<file path="config.mk">
export PLATFORM = sky130hd
export DESIGN_NAME = pending_request_tracker
export DESIGN_NICKNAME = d
export VERILOG_FILES = /design/src/rtl/prt_pkg.sv /design/src/rtl/pending_request_tracker.sv /design/src/rtl/prt_ram.sv /design/src/rtl/prt_ctrl.sv /design/src/rtl/prt_datapath.sv
export SDC_FILE = /design/constraint.sdc
export NUM_CORES = 1
export LEC_CHECK = 0
export BUFFER_PORTS_ARGS = -buffer_cell sky130_fd_sc_hd__buf_2
export CORE_MARGIN = 1.5
export CORE_UTILIZATION = 50
export CTS_BUF_LIST = sky130_fd_sc_hd__clkbuf_16
export CTS_CLUSTER_SIZE = 25
export DETAILED_ROUTE_END_ITERATION = 10
export PLACE_DENSITY = 0.7
export SETUP_SLACK_MARGIN = 0.4
export SKIP_CTS_REPAIR_TIMING = 1
export SLEW_MARGIN = 30
export SYNTH_ARGS = -nofsm -noshare
export SYNTH_HDL_FRONTEND = slang
export SYNTH_SLANG_ARGS = --single-unit
</file>
<file path="constraint.sdc">
create_clock -name clk -period 5 [get_ports clk]
set_input_delay 0.25 -clock clk [delete_from_list [all_inputs] [get_ports clk]]
set_output_delay 0.25 -clock clk [all_outputs]
set_load 0.005 [all_outputs]
</file>
<file path="src/rtl/prt_pkg.sv">
// prt_pkg: shared types, codes and widths for the pending request tracker
// no dependencies; imported by every module of the block but prt_ram
`timescale 1ns / 1ps
`default_nettype none

package prt_pkg;

  localparam int SLOTS_DEFAULT = 8;
  localparam int BYTE_W        = 8;
  localparam int CFG_IDX_W     = 3;
  localparam int CONN_W        = 2;

  localparam logic [CFG_IDX_W-1:0] CFG_MAX_TAG      = 3'd0;
  localparam logic [CFG_IDX_W-1:0] CFG_CODE_LIVE    = 3'd1;
  localparam logic [CFG_IDX_W-1:0] CFG_CODE_CONNECT = 3'd2;
  localparam logic [CFG_IDX_W-1:0] CFG_CODE_DATA    = 3'd3;
  localparam logic [CFG_IDX_W-1:0] CFG_CODE_ACK     = 3'd4;

  localparam logic [BYTE_W-1:0] RST_MAX_TAG      = 8'd255;
  localparam logic [BYTE_W-1:0] RST_CODE_LIVE    = 8'd1;
  localparam logic [BYTE_W-1:0] RST_CODE_CONNECT = 8'd2;
  localparam logic [BYTE_W-1:0] RST_CODE_DATA    = 8'd3;
  localparam logic [BYTE_W-1:0] RST_CODE_ACK     = 8'd4;

  localparam logic FUNC_SEND = 1'b0;
  localparam logic FUNC_RECV = 1'b1;

  localparam logic [CONN_W-1:0] CONN_NONE      = 2'd0;
  localparam logic [CONN_W-1:0] CONN_SET       = 2'd1;
  localparam logic [CONN_W-1:0] CONN_NOT_READY = 2'd2;

  typedef struct packed {
    logic [BYTE_W-1:0] cmd;
    logic [BYTE_W-1:0] src;
    logic [BYTE_W-1:0] peer;
    logic [BYTE_W-1:0] tag;
    logic [BYTE_W-1:0] retries;
  } prt_entry_t;

  localparam int ENTRY_W = $bits(prt_entry_t);

  typedef struct packed {
    logic start;
    logic walk;
    logic commit;
  } prt_cmd_t;

  typedef struct packed {
    logic walk_done;
    logic out_busy;
  } prt_sts_t;

endpackage

`default_nettype wire

</file>
<file path="src/rtl/pending_request_tracker.sv">
// pending_request_tracker: top level, joins the sequencer and the datapath
// depends on prt_pkg, prt_ctrl and prt_datapath
`timescale 1ns / 1ps
`default_nettype none

// Builds outgoing message headers and tracks up to SLOTS requests awaiting a
// reply. One transaction is processed at a time: an accept, a walk over the
// slot table at one entry per cycle behind the registered read of the slot
// memory, ending early when a matching slot is found, and a commit, which
// waits while a previous result is held at the output. The result register
// lets the next item be accepted and walked while the previous result waits
// at the output. Slot valid bits are flip-flops cleared by reset, so no
// clearing pass is needed.
module pending_request_tracker #(
  parameter int SLOTS = prt_pkg::SLOTS_DEFAULT
) (
  input  wire logic                          clk,
  input  wire logic                          rst,
  input  wire logic                          in_valid,
  output logic                               in_stall,
  input  wire logic                          func,
  input  wire logic [prt_pkg::BYTE_W-1:0]    cmd,
  input  wire logic [prt_pkg::BYTE_W-1:0]    src_addr,
  input  wire logic [prt_pkg::BYTE_W-1:0]    dst_addr,
  input  wire logic [prt_pkg::BYTE_W-1:0]    tag,
  output logic                               out_valid,
  input  wire logic                          out_stall,
  output logic [prt_pkg::BYTE_W-1:0]         hdr_cmd,
  output logic [prt_pkg::BYTE_W-1:0]         hdr_src,
  output logic [prt_pkg::BYTE_W-1:0]         hdr_dst,
  output logic [prt_pkg::BYTE_W-1:0]         hdr_tag,
  output logic [prt_pkg::BYTE_W-1:0]         wait_tag,
  output logic                               table_full,
  output logic                               user_notify,
  output logic [prt_pkg::CONN_W-1:0]         conn_update,
  output logic [prt_pkg::BYTE_W-1:0]         conn_local,
  output logic [prt_pkg::BYTE_W-1:0]         conn_peer,
  input  wire logic                          cfg_valid,
  output logic                               cfg_ready,
  input  wire logic [prt_pkg::CFG_IDX_W-1:0] cfg_index,
  input  wire logic [prt_pkg::BYTE_W-1:0]    cfg_data
);
  import prt_pkg::*;

  prt_cmd_t ctl_cmd;
  prt_sts_t dp_sts;

  assign cfg_ready = 1'b1;

  prt_ctrl u_ctrl (
    .clk     (clk),
    .rst     (rst),
    .in_valid(in_valid),
    .in_stall(in_stall),
    .sts     (dp_sts),
    .cmd_o   (ctl_cmd)
  );

  prt_datapath #(
    .SLOTS(SLOTS)
  ) u_datapath (
    .clk        (clk),
    .rst        (rst),
    .cmd_i      (ctl_cmd),
    .sts        (dp_sts),
    .cfg_we     (cfg_valid && cfg_ready),
    .cfg_index  (cfg_index),
    .cfg_data   (cfg_data),
    .func       (func),
    .cmd        (cmd),
    .src_addr   (src_addr),
    .dst_addr   (dst_addr),
    .tag        (tag),
    .out_valid  (out_valid),
    .out_stall  (out_stall),
    .hdr_cmd    (hdr_cmd),
    .hdr_src    (hdr_src),
    .hdr_dst    (hdr_dst),
    .hdr_tag    (hdr_tag),
    .wait_tag   (wait_tag),
    .table_full (table_full),
    .user_notify(user_notify),
    .conn_update(conn_update),
    .conn_local (conn_local),
    .conn_peer  (conn_peer)
  );

endmodule

`default_nettype wire

</file>
<file path="src/rtl/prt_ram.sv">
// prt_ram: generic single write port ram with registered read
// no dependencies
`timescale 1ns / 1ps
`default_nettype none

module prt_ram #(
  parameter int WIDTH = 8,
  parameter int DEPTH = 8,
  parameter int ADDR_W = (DEPTH > 1) ? $clog2(DEPTH) : 1
) (
  input  wire logic              clk,
  input  wire logic              we,
  input  wire logic [ADDR_W-1:0] waddr,
  input  wire logic [WIDTH-1:0]  wdata,
  input  wire logic [ADDR_W-1:0] raddr,
  output logic      [WIDTH-1:0]  rdata
);

  logic [WIDTH-1:0] mem [DEPTH];

  always_ff @(posedge clk) begin
    if (we) begin
      mem[waddr] <= wdata;
    end
    rdata <= mem[raddr];
  end

endmodule

`default_nettype wire

</file>
<file path="src/rtl/prt_ctrl.sv">
// prt_ctrl: sequencer for accept, slot walk and commit
// depends on prt_pkg for the command and status structs
`timescale 1ns / 1ps
`default_nettype none

module prt_ctrl (
  input  wire logic              clk,
  input  wire logic              rst,
  input  wire logic              in_valid,
  output logic                   in_stall,
  input  wire prt_pkg::prt_sts_t sts,
  output prt_pkg::prt_cmd_t      cmd_o
);
  import prt_pkg::*;

  typedef enum logic [1:0] {
    S_IDLE,
    S_WALK,
    S_COMMIT
  } state_t;

  state_t state;

  always_ff @(posedge clk) begin
    if (rst) begin
      state <= S_IDLE;
    end else begin
      case (state)
        S_IDLE: begin
          if (in_valid) state <= S_WALK;
        end
        S_WALK: begin
          if (sts.walk_done) state <= S_COMMIT;
        end
        S_COMMIT: begin
          if (!sts.out_busy) state <= S_IDLE;
        end
        default: state <= S_IDLE;
      endcase
    end
  end

  assign in_stall     = (state != S_IDLE);
  assign cmd_o.start  = (state == S_IDLE) && in_valid;
  assign cmd_o.walk   = (state == S_WALK);
  assign cmd_o.commit = (state == S_COMMIT) && !sts.out_busy;

endmodule

`default_nettype wire

</file>
<file path="src/rtl/prt_datapath.sv">
// prt_datapath: config registers, tag counter, slot table, walk compare and result register
// depends on prt_pkg and prt_ram
`timescale 1ns / 1ps
`default_nettype none

module prt_datapath #(
  parameter int SLOTS = prt_pkg::SLOTS_DEFAULT
) (
  input  wire logic                          clk,
  input  wire logic                          rst,
  input  wire prt_pkg::prt_cmd_t             cmd_i,
  output prt_pkg::prt_sts_t                  sts,
  input  wire logic                          cfg_we,
  input  wire logic [prt_pkg::CFG_IDX_W-1:0] cfg_index,
  input  wire logic [prt_pkg::BYTE_W-1:0]    cfg_data,
  input  wire logic                          func,
  input  wire logic [prt_pkg::BYTE_W-1:0]    cmd,
  input  wire logic [prt_pkg::BYTE_W-1:0]    src_addr,
  input  wire logic [prt_pkg::BYTE_W-1:0]    dst_addr,
  input  wire logic [prt_pkg::BYTE_W-1:0]    tag,
  output logic                               out_valid,
  input  wire logic                          out_stall,
  output logic [prt_pkg::BYTE_W-1:0]         hdr_cmd,
  output logic [prt_pkg::BYTE_W-1:0]         hdr_src,
  output logic [prt_pkg::BYTE_W-1:0]         hdr_dst,
  output logic [prt_pkg::BYTE_W-1:0]         hdr_tag,
  output logic [prt_pkg::BYTE_W-1:0]         wait_tag,
  output logic                               table_full,
  output logic                               user_notify,
  output logic [prt_pkg::CONN_W-1:0]         conn_update,
  output logic [prt_pkg::BYTE_W-1:0]         conn_local,
  output logic [prt_pkg::BYTE_W-1:0]         conn_peer
);
  import prt_pkg::*;

  localparam int IDX_W = (SLOTS > 1) ? $clog2(SLOTS) : 1;
  localparam int CNT_W = IDX_W + 1;
  localparam logic [IDX_W-1:0] LAST_IDX = IDX_W'(SLOTS - 1);
  localparam logic [CNT_W-1:0] SLOTS_CNT = CNT_W'(SLOTS);

  logic [BYTE_W-1:0] max_tag, code_live, code_connect, code_data, code_ack;
  logic [BYTE_W-1:0] tag_counter;

  logic              in_func;
  logic [BYTE_W-1:0] in_cmd, in_src, in_dst, in_tag;

  logic [SLOTS-1:0]  slot_valid;
  logic [CNT_W-1:0]  rd_idx;
  logic              data_ok;
  logic [IDX_W-1:0]  data_idx;
  logic              hit_found, free_found;
  logic [IDX_W-1:0]  hit_idx, free_idx;
  prt_entry_t        hit_data;

  prt_entry_t        rd_data;
  logic [ENTRY_W-1:0] rd_raw;
  logic              reusable, expect_reply, send_match, recv_match, hit_now;

  logic              wr_en;
  logic [IDX_W-1:0]  wr_addr;
  prt_entry_t        wr_data;
  logic              set_valid, clr_valid, full_now, match_ok;
  logic              notify_now;
  logic [CONN_W-1:0] upd_now;
  logic [BYTE_W-1:0] loc_now, peer_now;

  prt_ram #(
    .WIDTH (ENTRY_W),
    .DEPTH (SLOTS),
    .ADDR_W(IDX_W)
  ) u_slot_ram (
    .clk  (clk),
    .we   (wr_en),
    .waddr(wr_addr),
    .wdata(wr_data),
    .raddr(rd_idx[IDX_W-1:0]),
    .rdata(rd_raw)
  );

  assign rd_data = prt_entry_t'(rd_raw);

  // config registers
  always_ff @(posedge clk) begin
    if (rst) begin
      max_tag      <= RST_MAX_TAG;
      code_live    <= RST_CODE_LIVE;
      code_connect <= RST_CODE_CONNECT;
      code_data    <= RST_CODE_DATA;
      code_ack     <= RST_CODE_ACK;
    end else if (cfg_we) begin
      case (cfg_index)
        CFG_MAX_TAG:      max_tag      <= cfg_data;
        CFG_CODE_LIVE:    code_live    <= cfg_data;
        CFG_CODE_CONNECT: code_connect <= cfg_data;
        CFG_CODE_DATA:    code_data    <= cfg_data;
        CFG_CODE_ACK:     code_ack     <= cfg_data;
        default: ;
      endcase
    end
  end

  // tag counter advances when a send with a zero tag is accepted, wrapping to zero after max_tag
  always_ff @(posedge clk) begin
    if (rst) begin
      tag_counter <= '0;
    end else if (cmd_i.start && func == FUNC_SEND && tag == '0) begin
      tag_counter <= (tag_counter < max_tag) ? tag_counter + 8'd1 : '0;
    end
  end

  always_ff @(posedge clk) begin
    if (cmd_i.start) begin
      in_func <= func;
      in_cmd  <= cmd;
      in_src  <= src_addr;
      in_dst  <= dst_addr;
      in_tag  <= tag;
    end
  end

  assign reusable     = (in_cmd == code_live) || (in_cmd == code_connect);
  assign expect_reply = reusable || (in_cmd == code_data);
  assign send_match   = reusable && (rd_data.cmd == in_cmd) &&
                        (rd_data.src == in_src) && (rd_data.peer == in_dst);
  assign recv_match   = (rd_data.tag == in_tag);
  assign hit_now      = data_ok && slot_valid[data_idx] &&
                        ((in_func == FUNC_SEND) ? send_match : recv_match);

  assign sts.walk_done = cmd_i.walk && data_ok && (hit_now || data_idx == LAST_IDX);
  assign sts.out_busy  = out_valid && out_stall;

  // slot walk, one entry per cycle behind the registered read
  always_ff @(posedge clk) begin
    if (rst) begin
      rd_idx     <= '0;
      data_ok    <= 1'b0;
      hit_found  <= 1'b0;
      free_found <= 1'b0;
    end else if (cmd_i.start) begin
      rd_idx     <= '0;
      data_ok    <= 1'b0;
      hit_found  <= 1'b0;
      free_found <= 1'b0;
    end else if (cmd_i.walk) begin
      data_ok  <= (rd_idx < SLOTS_CNT);
      data_idx <= rd_idx[IDX_W-1:0];
      if (rd_idx < SLOTS_CNT) rd_idx <= rd_idx + CNT_W'(1);
      if (data_ok && !hit_found) begin
        if (hit_now) begin
          hit_found <= 1'b1;
          hit_idx   <= data_idx;
          hit_data  <= rd_data;
        end
        if (!free_found && !slot_valid[data_idx]) begin
          free_found <= 1'b1;
          free_idx   <= data_idx;
        end
      end
    end
  end

  assign match_ok = hit_found && (hit_data.peer == in_src);

  always_comb begin
    wr_en      = 1'b0;
    wr_addr    = hit_idx;
    wr_data    = hit_data;
    set_valid  = 1'b0;
    clr_valid  = 1'b0;
    full_now   = 1'b0;
    notify_now = 1'b0;
    upd_now    = CONN_NONE;
    loc_now    = '0;
    peer_now   = '0;
    if (in_func == FUNC_SEND) begin
      if (expect_reply) begin
        if (hit_found) begin
          wr_en           = 1'b1;
          wr_data.tag     = tag_counter;
          wr_data.retries = hit_data.retries + 8'd1;
        end else if (free_found) begin
          wr_en     = 1'b1;
          set_valid = 1'b1;
          wr_addr   = free_idx;
          wr_data   = '{cmd: in_cmd, src: in_src, peer: in_dst,
                        tag: tag_counter, retries: '0};
        end else begin
          full_now = 1'b1;
        end
      end
    end else if (match_ok) begin
      clr_valid = 1'b1;
      if (hit_data.cmd == code_connect) begin
        upd_now  = (in_cmd == code_ack) ? CONN_SET : CONN_NOT_READY;
        loc_now  = hit_data.src;
        peer_now = hit_data.peer;
      end else if (hit_data.cmd == code_live) begin
        if (in_cmd != code_ack) begin
          upd_now  = CONN_NOT_READY;
          loc_now  = hit_data.src;
          peer_now = hit_data.peer;
        end
      end else begin
        notify_now = 1'b1;
      end
    end
    wr_en = wr_en && cmd_i.commit;
  end

  always_ff @(posedge clk) begin
    if (rst) begin
      slot_valid <= '0;
    end else if (cmd_i.commit) begin
      if (set_valid) slot_valid[free_idx] <= 1'b1;
      if (clr_valid) slot_valid[hit_idx] <= 1'b0;
    end
  end

  // result register
  always_ff @(posedge clk) begin
    if (rst) begin
      out_valid <= 1'b0;
    end else if (cmd_i.commit) begin
      out_valid <= 1'b1;
    end else if (!out_stall) begin
      out_valid <= 1'b0;
    end
  end

  always_ff @(posedge clk) begin
    if (cmd_i.commit) begin
      if (in_func == FUNC_SEND) begin
        hdr_cmd  <= in_cmd;
        hdr_src  <= in_src;
        hdr_dst  <= in_dst;
        hdr_tag  <= (in_tag == '0) ? tag_counter : in_tag;
        wait_tag <= expect_reply ? tag_counter : '0;
      end else begin
        hdr_cmd  <= '0;
        hdr_src  <= '0;
        hdr_dst  <= '0;
        hdr_tag  <= '0;
        wait_tag <= '0;
      end
      table_full  <= full_now;
      user_notify <= notify_now;
      conn_update <= upd_now;
      conn_local  <= loc_now;
      conn_peer   <= peer_now;
    end
  end

  a_commit_needs_room: assert property (@(posedge clk) disable iff (rst)
    cmd_i.commit |-> !(out_valid && out_stall))
    else $error("result committed over a pending result");

  a_full_only_when_full: assert property (@(posedge clk) disable iff (rst)
    (cmd_i.commit && in_func == FUNC_SEND && full_now) |-> (&slot_valid))
    else $error("table full reported with a free slot");

  a_reply_frees_slot: assert property (@(posedge clk) disable iff (rst)
    (cmd_i.commit && clr_valid) |=> !slot_valid[$past(hit_idx)])
    else $error("matched reply left its slot valid");

endmodule

`default_nettype wire

</file>
# --- Word-level counts from Yosys, hierarchy flattened ---
# Memory sizes are Yosys's and may differ from the RTL's. A register that Yosys moved wholly into a read port is not among the register bits.
# Index checks and enable logic that the tools add are counted.
classes:
  addsub: 3
  n_lt_le_gt_ge: 7
  n_eq_ne: 23
  n_mux: 51
  n_bitwise: 9
  n_reduce_logical: 47
op_table:
  columns: ["cell", "count"]
  rows:
  - ["$mux 40", 3]
  - ["$mux 8", 12]
  - ["$eq 8x8->1", 11]
  - ["$mux 24", 1]
  - ["$mux 1", 19]
  - ["$logic_and 1x1->1", 18]
  - ["$add 8x1->8 const B", 2]
  - ["$logic_not 8->1", 2]
  - ["$mux 16", 1]
  - ["$mux 2", 7]
  - ["$reduce_and 2->1", 7]
  - ["$lt 3x4->1 const B", 3]
  - ["$mux 3", 4]
  - ["$reduce_and 3->1", 4]
  - ["$reduce_and 5->1", 2]
  - ["$and 8x8->8", 1]
  - ["$lt 8x8->1", 1]
  - ["$ne 8x8->1", 1]
  - ["$not 8->8", 1]
  - ["$or 8x8->8", 1]
  - ["$demux 1 s3", 2]
  - ["$eq 3x2->1 const B", 2]
  - ["$eq 3x3->1 const B", 2]
  - ["$ge 3x1->1 const B", 2]
  - ["other kinds (17)", 31]
totals:
  ff_bits: 208
  ram_bits: 320
  input_bits: 49
  out_inout_bits: 63
  elab_cells: 177
  mem_count: 1
mem_list:
  columns: ["name", "words", "width", "rd", "rd_ports_with_merged_regs", "wr", "line_no", "text"]
  rows:
  - ["u_datapath.u_slot_ram.mem", 8, 40, 1, 1, 1, "prt_ram.sv:19", "logic [WIDTH-1:0] mem [DEPTH];"]

# --- Longest topological paths before layout ---
logic_depth:
  word_depth: 11
  mapped_depth: 8
  mapped_depth_nobuf: 6

# --- Modules after synthesis ---
# From an unflattened synthesis, not the netlist that was laid out.
unflattened:
  hier_cells: 1308
  hier_area_um2: 22830.6
modules_own_cells:
  columns: ["mod", "n_inst", "cells_each", "area_per_inst_um2", "seq_area_each_um2"]
  rows:
  - ["prt_ram", 1, 515, 13171.4, 10410.0]
  - ["prt_datapath", 1, 778, 9535.4, 5545.3]
  - ["prt_ctrl", 1, 13, 112.6, 40.0]
  - ["pending_request_tracker", 1, 2, 11.3, 0.0]

# --- Worst setup path after synthesis ---
# Ideal clock, no wire load.
synth_path:
  path_kind: "register to register"
  start: "register u_ctrl.state[0]"
  end: "register u_datapath.hit_data[10] (netlist name), enable pin"
  t_arrival_ns: 4.382
  required_time_ns: 4.341
  slack_ns: -0.042
  stages_incl_launch_ff: 6
  synth_period_minus_slack_ns: 5.042
  path_cell_list: "dfxtp_1 > nor3b_1 > or2_2 > clkbuf_1 > nor3_1 > a21boi_0"
synth_lines:
  columns: ["element", "line_no", "text"]
  rows:
  - ["start: declaration", "prt_ctrl.sv:22", "state_t state;"]
  - ["start signal: assignment", "prt_ctrl.sv:26", "state <= S_IDLE;"]
  - ["start signal: assignment", "prt_ctrl.sv:30", "if (in_valid) state <= S_WALK;"]
  - ["start signal: assignment", "prt_ctrl.sv:33", "if (sts.walk_done) state <= S_COMMIT;"]
  - ["end signal: assignment", "prt_datapath.sv:152", "hit_data <= rd_data;"]
  - ["end: declaration", "prt_datapath.sv:53", "prt_entry_t hit_data;"]

# --- Worst setup path after layout ---
layout_path:
  start: "register u_datapath.in_cmd[1]"
  end: "memory u_datapath.u_slot_ram.mem[4][36] (netlist name), enable pin"
layout_via:
  elab_chain_cells: 8
  elab_cells_between_ends: 12
layout_rtl:
  columns: ["element", "line_no", "text"]
  rows:
  - ["start: declaration", "prt_datapath.sv:45", "logic [BYTE_W-1:0] in_cmd, in_src, in_dst, in_tag;"]
  - ["start signal: assignment", "prt_datapath.sv:114", "in_cmd <= cmd;"]
  - ["$eq 8x8->1", "prt_datapath.sv:121", "assign reusable = (in_cmd == code_live) || (in_cmd == code_connect);"]
  - ["$logic_or 1x1->1", "prt_datapath.sv:121", null]
  - ["$logic_or 1x1->1 (*)", "prt_datapath.sv:122", "assign expect_reply = reusable || (in_cmd == code_data);"]
  - ["$mux 1", "prt_datapath.sv:176", "if (expect_reply) begin"]
  - ["$mux 1", "prt_datapath.sv:175", "if (in_func == FUNC_SEND) begin"]
  - ["$logic_and 1x1->1", "prt_datapath.sv:207", "wr_en = wr_en && cmd_i.commit;"]
  - ["$mux 1", "prt_ram.sv:22", "if (we) begin"]
  - ["$mux 1 (not written as such)", "prt_ram.sv:23", "mem[waddr] <= wdata;"]
  - ["end: declaration", "prt_ram.sv:19", null]
# Every way passes the cells marked *; elsewhere a longest branch is shown, timed or not.

==> metrics.txt <==
I/O pins=112; CP required=between 5000 and 6000 ps; LEAKAGE=7.77 nW; status=finished, violations left; GR Overflow Total=0; Synth Register Bits=488; commonest non-fill, non-tap cells in the layout=edfxtp_1 (390), buf_2 (110), dfxtp_1 (96); worst clock skew=26.3 ps; endpoints failing hold=1; Post-synth EDFFs=390; synth unique cells=59; Critical Path End Type=register; Core ar.=0.0379 sq mm; pwr dens=397 mW/mm^2; relative slew slack=a little over a third; die height=between 150 and 200 um; pin count of the biggest net entering global routing=44; # port buffers=110; largest family of logic cells by synthesized area=multiplexers; fin cells=1893; GP Congestion=0.831; Bufs on Longest Clock Path=3; clk slew on worst S/H paths=60 ps; post-synthesis cell area=between 0.015 and 0.02 sq mm; fmax=296 MHz; antenna-violating nets left=0; DR vias=10600; vias in the first global route=10600; GRT Total Usage=21.7%; hpwl dp=26300 um; max_cap viols=0; hold slack=-0.447 ps; Synthesized Nets=1236; Post-route DRC=0; Synth Flop Type=edfxtp_1; Syn. warnings=0; number of CTS-inserted buffers=49; per-cell routed wire length=22.7 um; CTS tree=done; Post-Synth XOR/XNOR Area=4.39%; adder-cell share of the synthesized area=0.581%; vias per cell=5.61; nets=1399; crit path max fanout=18; pins over their slew limit=0; RSZ-0062 raised after global routing=false; fin crit share=67.5%; Initial Util=51.1%; chip width=200 um; mux share of post-synthesis cell area=between 10% and 20%; TNS Setup=0 ps; failing checks=hold timing; share of synthesized cell area in and, or, nand and nor gates=7.04%; part of the Yosys area used for sequential elements=70.6%; initial antenna violation count=0; WS Path Type=reg2reg; Max VDD drop=0.000223 V; H-tree Lvls=2; Min-Delay Path Class=in2reg; Compound-Gate Fraction of Synth Area=3.88%; crit path DAT=between 3000 and 4000 ps; Pre-antenna DRT Iters=5; commonest non-fill, non-tap cell in the layout=edfxtp_1; root buf cell=clkbuf_16; diode count=0; Die ar.=0.0399 sq mm; Total Wirelength=43000 um; CP Launch Type=register; CTS Sinks=488; worst skew pair latency=580 ps; share of cells above drive strength 1=approximately a quarter; Initial DRC Count=970; final setup violation count=0; Placed Cells=1763; area grow syn2layout=16.5%; Final min period=3370 ps; Worst-Margin Slew=960 ps; # rows=71; Mapped Cells=1178; Mean Syn Cell Area=between 15 and 20 sq um; first-pass GRT wire length=63700 um; async set-or-reset flop fraction in the synthesized netlist=0%
==> registers in the layout (all words and copies together) (netlist names), 4 cells and up <==
register                     cells
u_datapath.code_ack              8
u_datapath.code_connect          8
u_datapath.code_data             8
u_datapath.code_live             8
u_datapath.conn_local            8
u_datapath.conn_peer             8
u_datapath.hdr_cmd               8
u_datapath.hdr_dst               8
u_datapath.hdr_src               8
u_datapath.hdr_tag               8
u_datapath.hit_data             32
u_datapath.in_cmd                8
u_datapath.in_dst                8
u_datapath.in_src                8
u_datapath.in_tag                8
u_datapath.max_tag               8
u_datapath.rd_idx                4
u_datapath.slot_valid            8
u_datapath.tag_counter           8
u_datapath.u_slot_ram.mem      256
u_datapath.u_slot_ram.rdata     32
u_datapath.wait_tag              8
==> metal layers <==
metal	global-route usage [%]	routed length (um)	vias up
li1	-	-	4810
met1	29.3	18300	5424
met2	36.1	21300	324
met3	3.70	2350	64
met4	7.38	1040	0
met5	0	0	-
==> path summary, 6_finish.rpt <==
path                                        start                          endpoint  slack (ps)  cells past startpoint
setup / recovery             u_datapath.in_cmd[1]  u_datapath.u_slot_ram.mem[4][36]        1630                      6
hold reg to reg   u_datapath.u_slot_ram.rdata[18]           u_datapath.hit_data[18]         450                      0
setup reg to reg             u_datapath.in_cmd[1]  u_datapath.u_slot_ram.mem[4][36]        1630                      6
hold / removal                        cfg_data[7]            u_datapath.code_ack[7]        -0.4                      3
==> per-stage QoR <==
step	power, mW	cell area (sq um)	setup WS (ps)	hold slack (ps)	util, %
5_1_grt	9.25	22600	1450	3.24	59.5
6_report	8.97	22600	1630	-0.447	59.5
2_1_floorplan	5.19	19400	950	349	-
4_1_cts	9.02	22200	1510	-179	58.5
3_5_place_dp	5.40	20600	1520	429	54.3
3_3_place_gp	5.39	20600	1590	428	54.3
==> layout make-up <==
cell class                      instances  area, sq um
Fill cell                            2800        15400
Sequential cell                       488        13700
Multi-Input combinational cell        620         5500
Clock buffer                           50         1250
Timing Repair Buffer                  166         1080
Tap cell                              511          639
Clock inverter                         42          355
Inverter                               16         60.1
==> synth_stat cells (13+ instances only) <==
library cell,n,area share [%]
clkbuf_1,31,0.60
dfxtp_1,98,10
a21oi_1,64,1.7
and2_1,27,0.87
mux4_2,65,7.6
xnor2_1,22,0.99
mux2_1,20,1.2
edfxtp_1,390,60
xor2_1,75,3.4
nor2b_1,27,0.87
nor4_1,14,0.45
buf_2,13,0.34
nand2_1,91,1.8
nor2_1,41,0.79
mux2_2,36,2.1
inv_1,16,0.31
==> where the power goes <==
group	switching, mW	internal, mW	total (mW)
clock network	1.51	2.13	3.64
logic	0.293	0.368	0.661
registers	0.187	4.48	4.67
==> worst max-delay path: stages, from the launching register on <==
cell and delay [ps]:
edfxtp_1 560, xor2_1 220, nor4_2 350, a22oi_2 330, a2111o_1 650, a21oi_4 700, buf_12 250
==> kinds of logic after synthesis <==
| kind of cell | count (synthesis) |
|---|---|
| adders and majority gates | 9 |
| other | 1 |
| xor gates and xnor gates | 97 |
| buffers and inverters | 70 |
| and+or+nand+nor | 262 |
| DFF | 488 |
| AOI/OAI and AO/OA | 113 |
| muxes | 138 |
(Power assumes the default switching activity.)
